### src/lswc_pkg.sv
// ----------------------------------------------------------------------------
// lswc_pkg
// shared types, constants and helpers for the line segment window clipper
// ----------------------------------------------------------------------------
package lswc_pkg;

  localparam int COORD_W        = 16;
  localparam int DIFF_W         = COORD_W + 1;
  localparam int DIVD_W         = 2 * DIFF_W;
  localparam int DIV_STEPS      = DIVD_W - 1;
  localparam int DIV_CNT_W      = $clog2(DIV_STEPS + 1);
  localparam int MAX_CLIP_STEPS = 8;
  localparam int STEP_W         = $clog2(MAX_CLIP_STEPS + 1);
  localparam int CFG_IDX_W      = 2;

  localparam logic [3:0] CODE_LEFT   = 4'd1;
  localparam logic [3:0] CODE_RIGHT  = 4'd2;
  localparam logic [3:0] CODE_BOTTOM = 4'd4;
  localparam logic [3:0] CODE_TOP    = 4'd8;

  localparam logic [CFG_IDX_W-1:0] REG_X_MIN = 2'd0;
  localparam logic [CFG_IDX_W-1:0] REG_Y_MIN = 2'd1;
  localparam logic [CFG_IDX_W-1:0] REG_X_MAX = 2'd2;
  localparam logic [CFG_IDX_W-1:0] REG_Y_MAX = 2'd3;

  localparam logic signed [COORD_W-1:0] RST_X_MIN = 16'sd0;
  localparam logic signed [COORD_W-1:0] RST_Y_MIN = 16'sd0;
  localparam logic signed [COORD_W-1:0] RST_X_MAX = 16'sd639;
  localparam logic signed [COORD_W-1:0] RST_Y_MAX = 16'sd479;

  typedef logic signed [COORD_W-1:0] coord_t;
  typedef logic signed [DIFF_W-1:0]  diff_t;
  typedef logic signed [DIVD_W-1:0]  divd_t;

  typedef struct packed {
    coord_t start_x;
    coord_t start_y;
    coord_t end_x;
    coord_t end_y;
  } seg_in_t;

  typedef struct packed {
    logic   accepted;
    coord_t clipped_start_x;
    coord_t clipped_start_y;
    coord_t clipped_end_x;
    coord_t clipped_end_y;
  } seg_out_t;

  typedef struct packed {
    logic  start;
    divd_t dividend;
    diff_t divisor;
  } div_req_t;

  typedef struct packed {
    logic  done;
    divd_t quotient;
  } div_rsp_t;

  function automatic logic [3:0] region_code(coord_t x, coord_t y, coord_t xmin,
                                             coord_t ymin, coord_t xmax, coord_t ymax);
    logic [3:0] c;
    c = 4'd0;
    if (y > ymax) c = c | CODE_TOP;
    if (y < ymin) c = c | CODE_BOTTOM;
    if (x > xmax) c = c | CODE_RIGHT;
    if (x < xmin) c = c | CODE_LEFT;
    return c;
  endfunction

endpackage

### src/lswc_div.sv
// ----------------------------------------------------------------------------
// lswc_div
// serial signed divider, one quotient bit per cycle, truncates toward zero
// ----------------------------------------------------------------------------
module lswc_div (
  input  logic               clk,
  input  logic               rst_n,
  input  lswc_pkg::div_req_t req,
  output lswc_pkg::div_rsp_t rsp
);
  import lswc_pkg::*;

  logic                 busy_r, busy_nxt;
  logic                 done_r, done_nxt;
  logic [DIV_CNT_W-1:0] cnt_r, cnt_nxt;
  logic                 neg_r, neg_nxt;
  logic [DIVD_W-2:0]    quo_r, quo_nxt;
  logic [COORD_W-1:0]   rem_r, rem_nxt;
  logic [COORD_W-1:0]   dvs_r, dvs_nxt;

  divd_t             divd_abs;
  diff_t             dvs_abs;
  logic [COORD_W:0]  shifted;
  logic [COORD_W:0]  diff;
  logic              fits;

  always_comb begin
    divd_abs = req.dividend[DIVD_W-1] ? -req.dividend : req.dividend;
    dvs_abs  = req.divisor[DIFF_W-1] ? -req.divisor : req.divisor;
    shifted  = {rem_r, quo_r[DIVD_W-2]};
    diff     = shifted - {1'b0, dvs_r};
    fits     = shifted >= {1'b0, dvs_r};

    busy_nxt = busy_r;
    done_nxt = 1'b0;
    cnt_nxt  = cnt_r;
    neg_nxt  = neg_r;
    quo_nxt  = quo_r;
    rem_nxt  = rem_r;
    dvs_nxt  = dvs_r;
    if (req.start) begin
      busy_nxt = 1'b1;
      cnt_nxt  = DIV_CNT_W'(DIV_STEPS);
      neg_nxt  = req.dividend[DIVD_W-1] ^ req.divisor[DIFF_W-1];
      quo_nxt  = divd_abs[DIVD_W-2:0];
      rem_nxt  = '0;
      dvs_nxt  = dvs_abs[COORD_W-1:0];
    end else if (busy_r) begin
      quo_nxt = {quo_r[DIVD_W-3:0], fits};
      rem_nxt = fits ? diff[COORD_W-1:0] : shifted[COORD_W-1:0];
      cnt_nxt = cnt_r - 1'b1;
      if (cnt_r == DIV_CNT_W'(1)) begin
        busy_nxt = 1'b0;
        done_nxt = 1'b1;
      end
    end
  end

  always_ff @(posedge clk) begin
    if (!rst_n) begin
      busy_r <= 1'b0;
      done_r <= 1'b0;
    end else begin
      busy_r <= busy_nxt;
      done_r <= done_nxt;
    end
    cnt_r <= cnt_nxt;
    neg_r <= neg_nxt;
    quo_r <= quo_nxt;
    rem_r <= rem_nxt;
    dvs_r <= dvs_nxt;
  end

  assign rsp.done     = done_r;
  assign rsp.quotient = neg_r ? -divd_t'({1'b0, quo_r}) : divd_t'({1'b0, quo_r});

endmodule

### src/line_segment_window_clipper_core.sv
// ----------------------------------------------------------------------------
// line_segment_window_clipper_core
// region-code line clipper with one multiplier and a shared serial divider
// ----------------------------------------------------------------------------
// one request at a time; each endpoint move runs multiply, divide and update, at most
// 8 moves per segment, mostly spent in the 33-step serial divider; the result waits
// in S_TEST while the previous result is still held at the output
// in_ready is high only while the sequencer is idle
// synchronous active-low reset: window returns to 0,0 .. 639,479, no result held
// ----------------------------------------------------------------------------
module line_segment_window_clipper_core (
  input  logic                                clk,
  input  logic                                rst_n,
  input  logic                                in_valid,
  output logic                                in_ready,
  input  lswc_pkg::seg_in_t                   in_data,
  output logic                                out_valid,
  input  logic                                out_ready,
  output lswc_pkg::seg_out_t                  out_data,
  input  logic                                cfg_we,
  input  logic [lswc_pkg::CFG_IDX_W-1:0]      cfg_index,
  input  logic [lswc_pkg::COORD_W-1:0]        cfg_wdata
);
  import lswc_pkg::*;

  localparam logic [2:0] S_IDLE = 3'd0;
  localparam logic [2:0] S_TEST = 3'd1;
  localparam logic [2:0] S_MUL  = 3'd2;
  localparam logic [2:0] S_DIV  = 3'd3;
  localparam logic [2:0] S_WAIT = 3'd4;
  localparam logic [2:0] S_UPD  = 3'd5;

  logic [2:0]  state_r, state_nxt;
  coord_t      xmin_r, ymin_r, xmax_r, ymax_r;
  coord_t      ax_r, ay_r, bx_r, by_r;
  coord_t      ax_nxt, ay_nxt, bx_nxt, by_nxt;
  logic [STEP_W-1:0] steps_r, steps_nxt;
  diff_t       num_r, num_nxt;
  diff_t       fac_r, fac_nxt;
  diff_t       dvs_r, dvs_nxt;
  coord_t      edge_r, edge_nxt;
  coord_t      base_r, base_nxt;
  logic        along_y_r, along_y_nxt;
  logic        move_a_r, move_a_nxt;
  divd_t       prod_r, prod_nxt;
  logic        out_valid_r, out_valid_nxt;
  seg_out_t    out_r, out_nxt;

  logic [3:0]  ca, cb, csel;
  diff_t       dx, dy;
  coord_t      edge_sel, new_c;
  logic        decided, acc;
  div_req_t    div_req;
  div_rsp_t    div_rsp;

  lswc_div u_div (
    .clk   (clk),
    .rst_n (rst_n),
    .req   (div_req),
    .rsp   (div_rsp)
  );

  assign div_req.start    = (state_r == S_DIV);
  assign div_req.dividend = prod_r;
  assign div_req.divisor  = dvs_r;

  always_comb begin
    ca      = region_code(ax_r, ay_r, xmin_r, ymin_r, xmax_r, ymax_r);
    cb      = region_code(bx_r, by_r, xmin_r, ymin_r, xmax_r, ymax_r);
    csel    = (ca != 4'd0) ? ca : cb;
    dx      = diff_t'(bx_r) - diff_t'(ax_r);
    dy      = diff_t'(by_r) - diff_t'(ay_r);
    acc     = (ca == 4'd0) && (cb == 4'd0);
    decided = acc || ((ca & cb) != 4'd0) || (steps_r == STEP_W'(MAX_CLIP_STEPS));
    if ((csel & CODE_TOP) != 4'd0)         edge_sel = ymax_r;
    else if ((csel & CODE_BOTTOM) != 4'd0) edge_sel = ymin_r;
    else if ((csel & CODE_RIGHT) != 4'd0)  edge_sel = xmax_r;
    else                                   edge_sel = xmin_r;
    new_c = base_r + div_rsp.quotient[COORD_W-1:0];

    state_nxt     = state_r;
    ax_nxt        = ax_r;
    ay_nxt        = ay_r;
    bx_nxt        = bx_r;
    by_nxt        = by_r;
    steps_nxt     = steps_r;
    num_nxt       = num_r;
    fac_nxt       = fac_r;
    dvs_nxt       = dvs_r;
    edge_nxt      = edge_r;
    base_nxt      = base_r;
    along_y_nxt   = along_y_r;
    move_a_nxt    = move_a_r;
    prod_nxt      = prod_r;
    out_nxt       = out_r;
    out_valid_nxt = out_valid_r && !out_ready;

    case (state_r)
      S_IDLE: begin
        if (in_valid) begin
          ax_nxt    = in_data.start_x;
          ay_nxt    = in_data.start_y;
          bx_nxt    = in_data.end_x;
          by_nxt    = in_data.end_y;
          steps_nxt = '0;
          state_nxt = S_TEST;
        end
      end
      S_TEST: begin
        if (decided) begin
          if (!out_valid_r || out_ready) begin
            out_nxt.accepted        = acc;
            out_nxt.clipped_start_x = acc ? ax_r : '0;
            out_nxt.clipped_start_y = acc ? ay_r : '0;
            out_nxt.clipped_end_x   = acc ? bx_r : '0;
            out_nxt.clipped_end_y   = acc ? by_r : '0;
            out_valid_nxt           = 1'b1;
            state_nxt               = S_IDLE;
          end
        end else begin
          along_y_nxt = (csel & (CODE_TOP | CODE_BOTTOM)) != 4'd0;
          move_a_nxt  = (ca != 4'd0);
          edge_nxt    = edge_sel;
          if (along_y_nxt) begin
            num_nxt  = diff_t'(edge_sel) - diff_t'(ay_r);
            fac_nxt  = dx;
            dvs_nxt  = dy;
            base_nxt = ax_r;
          end else begin
            num_nxt  = diff_t'(edge_sel) - diff_t'(ax_r);
            fac_nxt  = dy;
            dvs_nxt  = dx;
            base_nxt = ay_r;
          end
          steps_nxt = steps_r + 1'b1;
          state_nxt = S_MUL;
        end
      end
      S_MUL: begin
        prod_nxt  = divd_t'(num_r) * divd_t'(fac_r);
        state_nxt = S_DIV;
      end
      S_DIV: begin
        state_nxt = S_WAIT;
      end
      S_WAIT: begin
        if (div_rsp.done) state_nxt = S_UPD;
      end
      S_UPD: begin
        if (move_a_r) begin
          ax_nxt = along_y_r ? new_c : edge_r;
          ay_nxt = along_y_r ? edge_r : new_c;
        end else begin
          bx_nxt = along_y_r ? new_c : edge_r;
          by_nxt = along_y_r ? edge_r : new_c;
        end
        state_nxt = S_TEST;
      end
      default: begin
        state_nxt = S_IDLE;
      end
    endcase
  end

  always_ff @(posedge clk) begin
    if (!rst_n) begin
      state_r     <= S_IDLE;
      out_valid_r <= 1'b0;
      xmin_r      <= RST_X_MIN;
      ymin_r      <= RST_Y_MIN;
      xmax_r      <= RST_X_MAX;
      ymax_r      <= RST_Y_MAX;
    end else begin
      state_r     <= state_nxt;
      out_valid_r <= out_valid_nxt;
      if (cfg_we) begin
        case (cfg_index)
          REG_X_MIN: xmin_r <= cfg_wdata;
          REG_Y_MIN: ymin_r <= cfg_wdata;
          REG_X_MAX: xmax_r <= cfg_wdata;
          REG_Y_MAX: ymax_r <= cfg_wdata;
          default:   ;
        endcase
      end
    end
    ax_r      <= ax_nxt;
    ay_r      <= ay_nxt;
    bx_r      <= bx_nxt;
    by_r      <= by_nxt;
    steps_r   <= steps_nxt;
    num_r     <= num_nxt;
    fac_r     <= fac_nxt;
    dvs_r     <= dvs_nxt;
    edge_r    <= edge_nxt;
    base_r    <= base_nxt;
    along_y_r <= along_y_nxt;
    move_a_r  <= move_a_nxt;
    prod_r    <= prod_nxt;
    out_r     <= out_nxt;
  end

  assign in_ready  = (state_r == S_IDLE);
  assign out_valid = out_valid_r;
  assign out_data  = out_r;

endmodule

### config.mk
export PLATFORM = sky130hd
export DESIGN_NAME = line_segment_window_clipper_core
export DESIGN_NICKNAME = d
export VERILOG_FILES = /design/src/lswc_pkg.sv /design/src/lswc_div.sv /design/src/line_segment_window_clipper_core.sv
export SDC_FILE = /design/constraint.sdc
export NUM_CORES = 2
export LEC_CHECK = 0
export ABC_AREA = 1
export BUFFER_PORTS_ARGS = -buffer_cell sky130_fd_sc_hd__clkbuf_2
export CAP_MARGIN = 20
export CORE_MARGIN = 3
export CORE_UTILIZATION = 50
export CTS_CLUSTER_DIAMETER = 150
export DETAILED_ROUTE_END_ITERATION = 8
export HOLD_SLACK_MARGIN = 0.12
export PLACE_DENSITY = 0.69
export SETUP_SLACK_MARGIN = 0.3
export SYNTH_ARGS = -nofsm -noshare
export SYNTH_HDL_FRONTEND = slang
export SYNTH_SLANG_ARGS = --single-unit
### constraint.sdc
create_clock -name clk -period 5.7 [get_ports clk]
set_input_delay 1.14 -clock clk [delete_from_list [all_inputs] [get_ports clk]]
set_output_delay 1.14 -clock clk [all_outputs]
set_load 0.02 [all_outputs]
Word level (Yosys, flattened, before mapping)
Index checks and enable logic that the tools add are counted.
{"block": "word_totals", "elab_cells": 152, "output_inout_bits": 67, "ff_bits": 394, "input_bits": 87}
{"block": "classes", "n_bitwise": 5, "n_lt_le_gt_ge": 9, "addsub": 11, "n_eq_ne": 16, "muxes": 51, "mul": 1, "reduce_logical": 28}
{"op": "$mux 16", "count": 17}
{"op": "$pmux 16 s2", "count": 4}
{"op": "$mux 33", "count": 3}
{"op": "$sub 16x16->17", "count": 4}
{"op": "$gt 16x16->1", "count": 4}
{"op": "$lt 16x16->1", "count": 4}
{"op": "$mux 17", "count": 3}
{"op": "$mul 17x17->34", "count": 1}
{"op": "$neg 33->33", "count": 1}
{"op": "$neg 16->16", "count": 2}
{"op": "$mux 4", "count": 5}
{"op": "$mux 3", "count": 6}
{"op": "$pmux 3 s6", "count": 1}
{"op": "$ge 17x16->1", "count": 1}
{"op": "$add 16x16->16", "count": 1}
{"op": "$sub 16x16->16", "count": 1}
{"op": "$reduce_and 3->1", "count": 5}
{"op": "$reduce_bool 4->1", "count": 3}
{"op": "$reduce_and 2->1", "count": 5}
{"op": "$mux 1", "count": 9}
{"op": "$logic_not 4->1", "count": 2}
{"op": "$ne 2x2->1 const B", "count": 4}
{"op": "$pmux 4 s2", "count": 1}
{"op": "$eq 3x2->1 const B", "count": 2}
{"op": "21 further kinds", "count": 32}

Longest topological paths before layout
{"block": "depth", "word_depth": 12, "ltp_mapped": 36, "depth_no_buf": 35}

Modules after synthesis
A second synthesis with hierarchy kept.
{"block": "hier_totals", "cells_unflattened": 4456, "hier_area_um2": 36227.2}
{"mod": "line_segment_window_clipper_core", "area_per_inst_um2": 29708.5, "cells_each": 3481, "instances": 1, "seq_area_each_um2": 8928.6}
{"mod": "lswc_div", "area_per_inst_um2": 6518.8, "cells_each": 975, "instances": 1, "seq_area_each_um2": 1981.9}

Worst setup path after synthesis
Ideal clock, no wire load.
{"block": "synth_path", "path_kind": "reg-to-reg", "startpoint": "reg num_r[16]", "endpoint": "reg prod_r[30], data pin", "setup_ps": 260, "slack_ps": -414, "stages_incl_launch_ff": 24, "t_required_ps": 5440, "path_buffers": 2, "arrival_time_ps": 5854, "period_less_slack_ps": 6114, "path_cell_list": "edfxtp_1 clkbuf_1 clkbuf_1 nand2_1 inv_1 fa_1 inv_1 fa_1 inv_1 fa_1 fa_1 fa_1 inv_1 fa_1 inv_1 ha_1 nand2_1 nor4_1 nand3_1 nand3_1 a31o_2 nand3_1 nand3_1 xor2_1"}
{"block": "synth_between", "elab_chain_len": 1}
{"element": "start, declared", "line": "line_segment_window_clipper_core.sv:38", "source": "diff_t num_r, num_nxt;"}
{"element": "start signal, assigned", "line": "line_segment_window_clipper_core.sv:191", "source": "num_r <= num_nxt;"}
{"element": "$mul 17x17->34", "line": "line_segment_window_clipper_core.sv:140", "source": "prod_nxt = divd_t'(num_r) * divd_t'(fac_r);"}
{"element": "end signal, assigned", "line": "line_segment_window_clipper_core.sv:198", "source": "prod_r <= prod_nxt;"}
{"element": "end, declared", "line": "line_segment_window_clipper_core.sv:45", "source": "divd_t prod_r, prod_nxt;"}
No other way between the ends.
A chain may end at the register's enable or synchronous reset.

Final worst setup path
{"block": "layout_path", "startpoint": "reg fac_r[7]", "endpoint": "reg prod_r[30], data pin"}
{"block": "layout_between", "elab_chain_len": 1}
{"element": "start, declared", "line": "line_segment_window_clipper_core.sv:39", "source": "diff_t fac_r, fac_nxt;"}
{"element": "start signal, assigned", "line": "line_segment_window_clipper_core.sv:192", "source": "fac_r <= fac_nxt;"}
{"element": "$mul 17x17->34", "line": "line_segment_window_clipper_core.sv:140"}
No other way between the ends.

==> flow_summary.yaml <==
detailed_routing:
  dr.pass1.iters: 6
  drc: 0
  num_vias: 28800
  vias_per_cell: 5.31
  drt_first_iter_violations: 2647
  wl_per_cell_um: 19.3
  ant_nets: 0
  wl_mm: 104
timing:
  setup_viol: 2
  maxSlewHeadroom_pct: 25.6
  tightest_slew_ns: 1.12
  rsz0062_at_grt: "yes"
  clock_skew_ns: 0.0768
  fin_ws_ns: -0.0309
  finalCritPeriodShare_pct: 101
  fmax_mhz: 174
  period_needed_ns: 5.73
  whs_ns: 0.470
  drv_slew: 0
  hold_violations: 0
cells_and_area:
  stdcell_count: 5418
  syn_to_final_growth_pct: 18.3
  nets: 5133
  layout_commonest_cell: "nand2_1"
  drive_gt1_share_pct: 15.7
  diodes: 0
  final_cell_area_sq_um: 41200
  layout_common_cells: "940 x nand2_1, 776 x inv_1, 302 x edfxtp_1"
floorplan:
  fp.dieH_um: 270
  core_sq_um: 68800
  die_w_um: 270
  dieArea_sq_um: 72800
  ios: 154
  row_count: 96
  initial_core_util_pct: 50.6
yosys:
  synth_top_family_by_area: "adder cells"
  yosys.cell_types.count: 54
  yosys.area_share.simple_pct: 15.7
  synthMuxAreaShare_pct: 0
  synth_fa_ha_area_share_pct: 27.9
  syn_nets: 4827
  postSynthAreaPerCell_sq_um: 8.40
  synth_top_area_share_pct: 26.1
  synth_compound_area_share_pct: 10.2
  synth-xor-area-share_pct: 4.15
  synth_area_sq_um: 34800
  ys_seq_area_share_pct: 31.4
  ys_warn_count: 0
  netlist_instances: 4144
  yosysTopAreaCell: "edfxtp_1"
  synth-seq-cells: 394
  synth_area_leaders: "edfxtp_1 26%, fa_1 17%, ha_1 11%"
clocking:
  insertion_delay_ns: 0.66
  cts_tree: "done"
  cts_root_buf: "clkbuf_16"
  htreeDepth: 2
  ctsHoldBuffers: 0
  clock-sinks: 394
  cts_max_path_buffers: 3
  path_clk_slew_ns: 0.06
  cts_buffers: 47
run_status:
  failed_checks: "negative setup slack"
  status: "complete, but fails checks"
setup_path:
  arrival_ns: 6.08
  ff2ff_path_depth: 27
  crit_fanout: 7
  reg2reg_setup_slack_ns: -0.03
  cp-end-kind: "flip-flop"
  worst_setup_path_start_kind: "flip-flop"
  worst-endpoint-required_ns: 6.05
  path_class: "reg2reg"
placed_design:
  port_buffers: 153
  gp_congestion: 0.957
  placed_cells: 5236
  place_area_sq_um: 37800
  hpwl_mm: 81.7
global_route:
  overflow: 0
  antenna_found_initial: 0
  grt_max_degree: 89
  grt_pass1_wl_mm: 160
  grt_pass1_vias: 28000
  grt_usage_pct: 28.5
hold_path:
  hold-path-cell-count: 2
  hold_class: "reg2reg"
flow_run:
  max_cap_violations: 0
==> logic make-up after synthesis <==
| kind of cell | after synthesis |
|---|---|
| XOR/XNOR | 165 |
| flip-flops | 394 |
| AND/OR/NAND/NOR | 1367 |
| buffers and inverters | 969 |
| AO/OA/AOI/OAI | 653 |
| adder cells (fa/ha/maj) | 596 |
==> path summary, 6_finish.rpt <==
check,start,to
max,fac_r[7],prod_r[30]
min,u_div.rem_r[6],u_div.rem_r[6]
max reg2reg,fac_r[7],prod_r[30]
min reg2reg,u_div.rem_r[6],u_div.rem_r[6]
==> worst max-delay path: stages, from the launching register on <==
cell      delay, ns
edfxtp_1       0.44
buf_12         0.18
buf_8          0.14
nand2_2        0.06
inv_2          0.03
fa_1           0.47
inv_1          0.05
fa_1           0.49
inv_1          0.06
fa_1           0.52
inv_2          0.04
fa_1           0.52
inv_1          0.05
fa_1           0.49
inv_2          0.04
fa_1           0.49
inv_2          0.05
ha_4           0.25
nand2_4        0.08
inv_2          0.04
a21oi_2        0.15
o21bai_2       0.10
nand2_1        0.09
nand3_2        0.11
a31o_4         0.25
nand3_1        0.06
nand3_1        0.08
xor2_1         0.15
==> synth_stat cells, drive strengths merged <==
cell	n
a211oi	3
a21boi	9
a21o	14
a21oi	277
a221oi	3
a311oi	1
a31o	1
a31oi	9
a41oi	1
buf	32
clkbuf	113
clkinv	1
dfxtp	92
edfxtp	302
fa	301
ha	295
inv	823
nand2	979
nand3	69
nand3b	4
nand4	17
nor2	237
nor3	28
nor3b	1
nor4	20
o2111ai	5
o211ai	34
o21a	7
o21ai	265
o21bai	19
o221ai	2
o22ai	1
o31ai	2
or2	11
or3	1
xnor2	67
xor2	98
==> per-layer routing <==
metal	share of wire [%]	global-route usage, %	routed length, um	vias to the layer above
met1	40	38.3	42000	13600
li1	-	-	-	13700
met2	45	44.9	47500	1186
met5	0	0	0	-
met4	5.3	13.4	5550	0
met3	9.1	5.21	9460	230
==> repair_timing <==
item | CTS | global route
buffers inserted | 66 | 25
gates resized for setup | 121 | 107
pin swaps | 93 | 59
setup endpoints to repair | 21 | 26
cloned | 2 | 1
==> stage by stage <==
stage | util (%) | setup slack, ns | setup TNS (ns)
floorplan | - | 0.0603 | 0
global placement | 54.9 | -0.0590 | -0.110
detailed placement | 54.9 | -0.119 | -0.477
CTS | 58.9 | 0.0311 | 0
global route | 59.8 | -0.197 | -1.60
finish | 59.8 | -0.0309 | -0.0330
==> sequential cells by signal, summed over array words and instances (netlist names), 17 cells and up <==
signal,cells
dvs_r,17
fac_r,17
num_r,17
out_data,65
prod_r,34
u_div.quo_r,33
==> layout make-up <==
| type | count | area, sq um |
|---|---|---|
| clock buffers | 51 | 1190 |
| clock inverters | 35 | 512 |
| fillers | 5904 | 27700 |
| inverters | 824 | 3110 |
| multi-input cells | 2781 | 21200 |
| flip-flops and latches | 394 | 10900 |
| well taps | 931 | 1160 |
| repair buffers | 402 | 3060 |
Power is left out: the tool's default activity adds up to more than one toggle a clock period on the data nets, which glitch-free logic cannot reach.
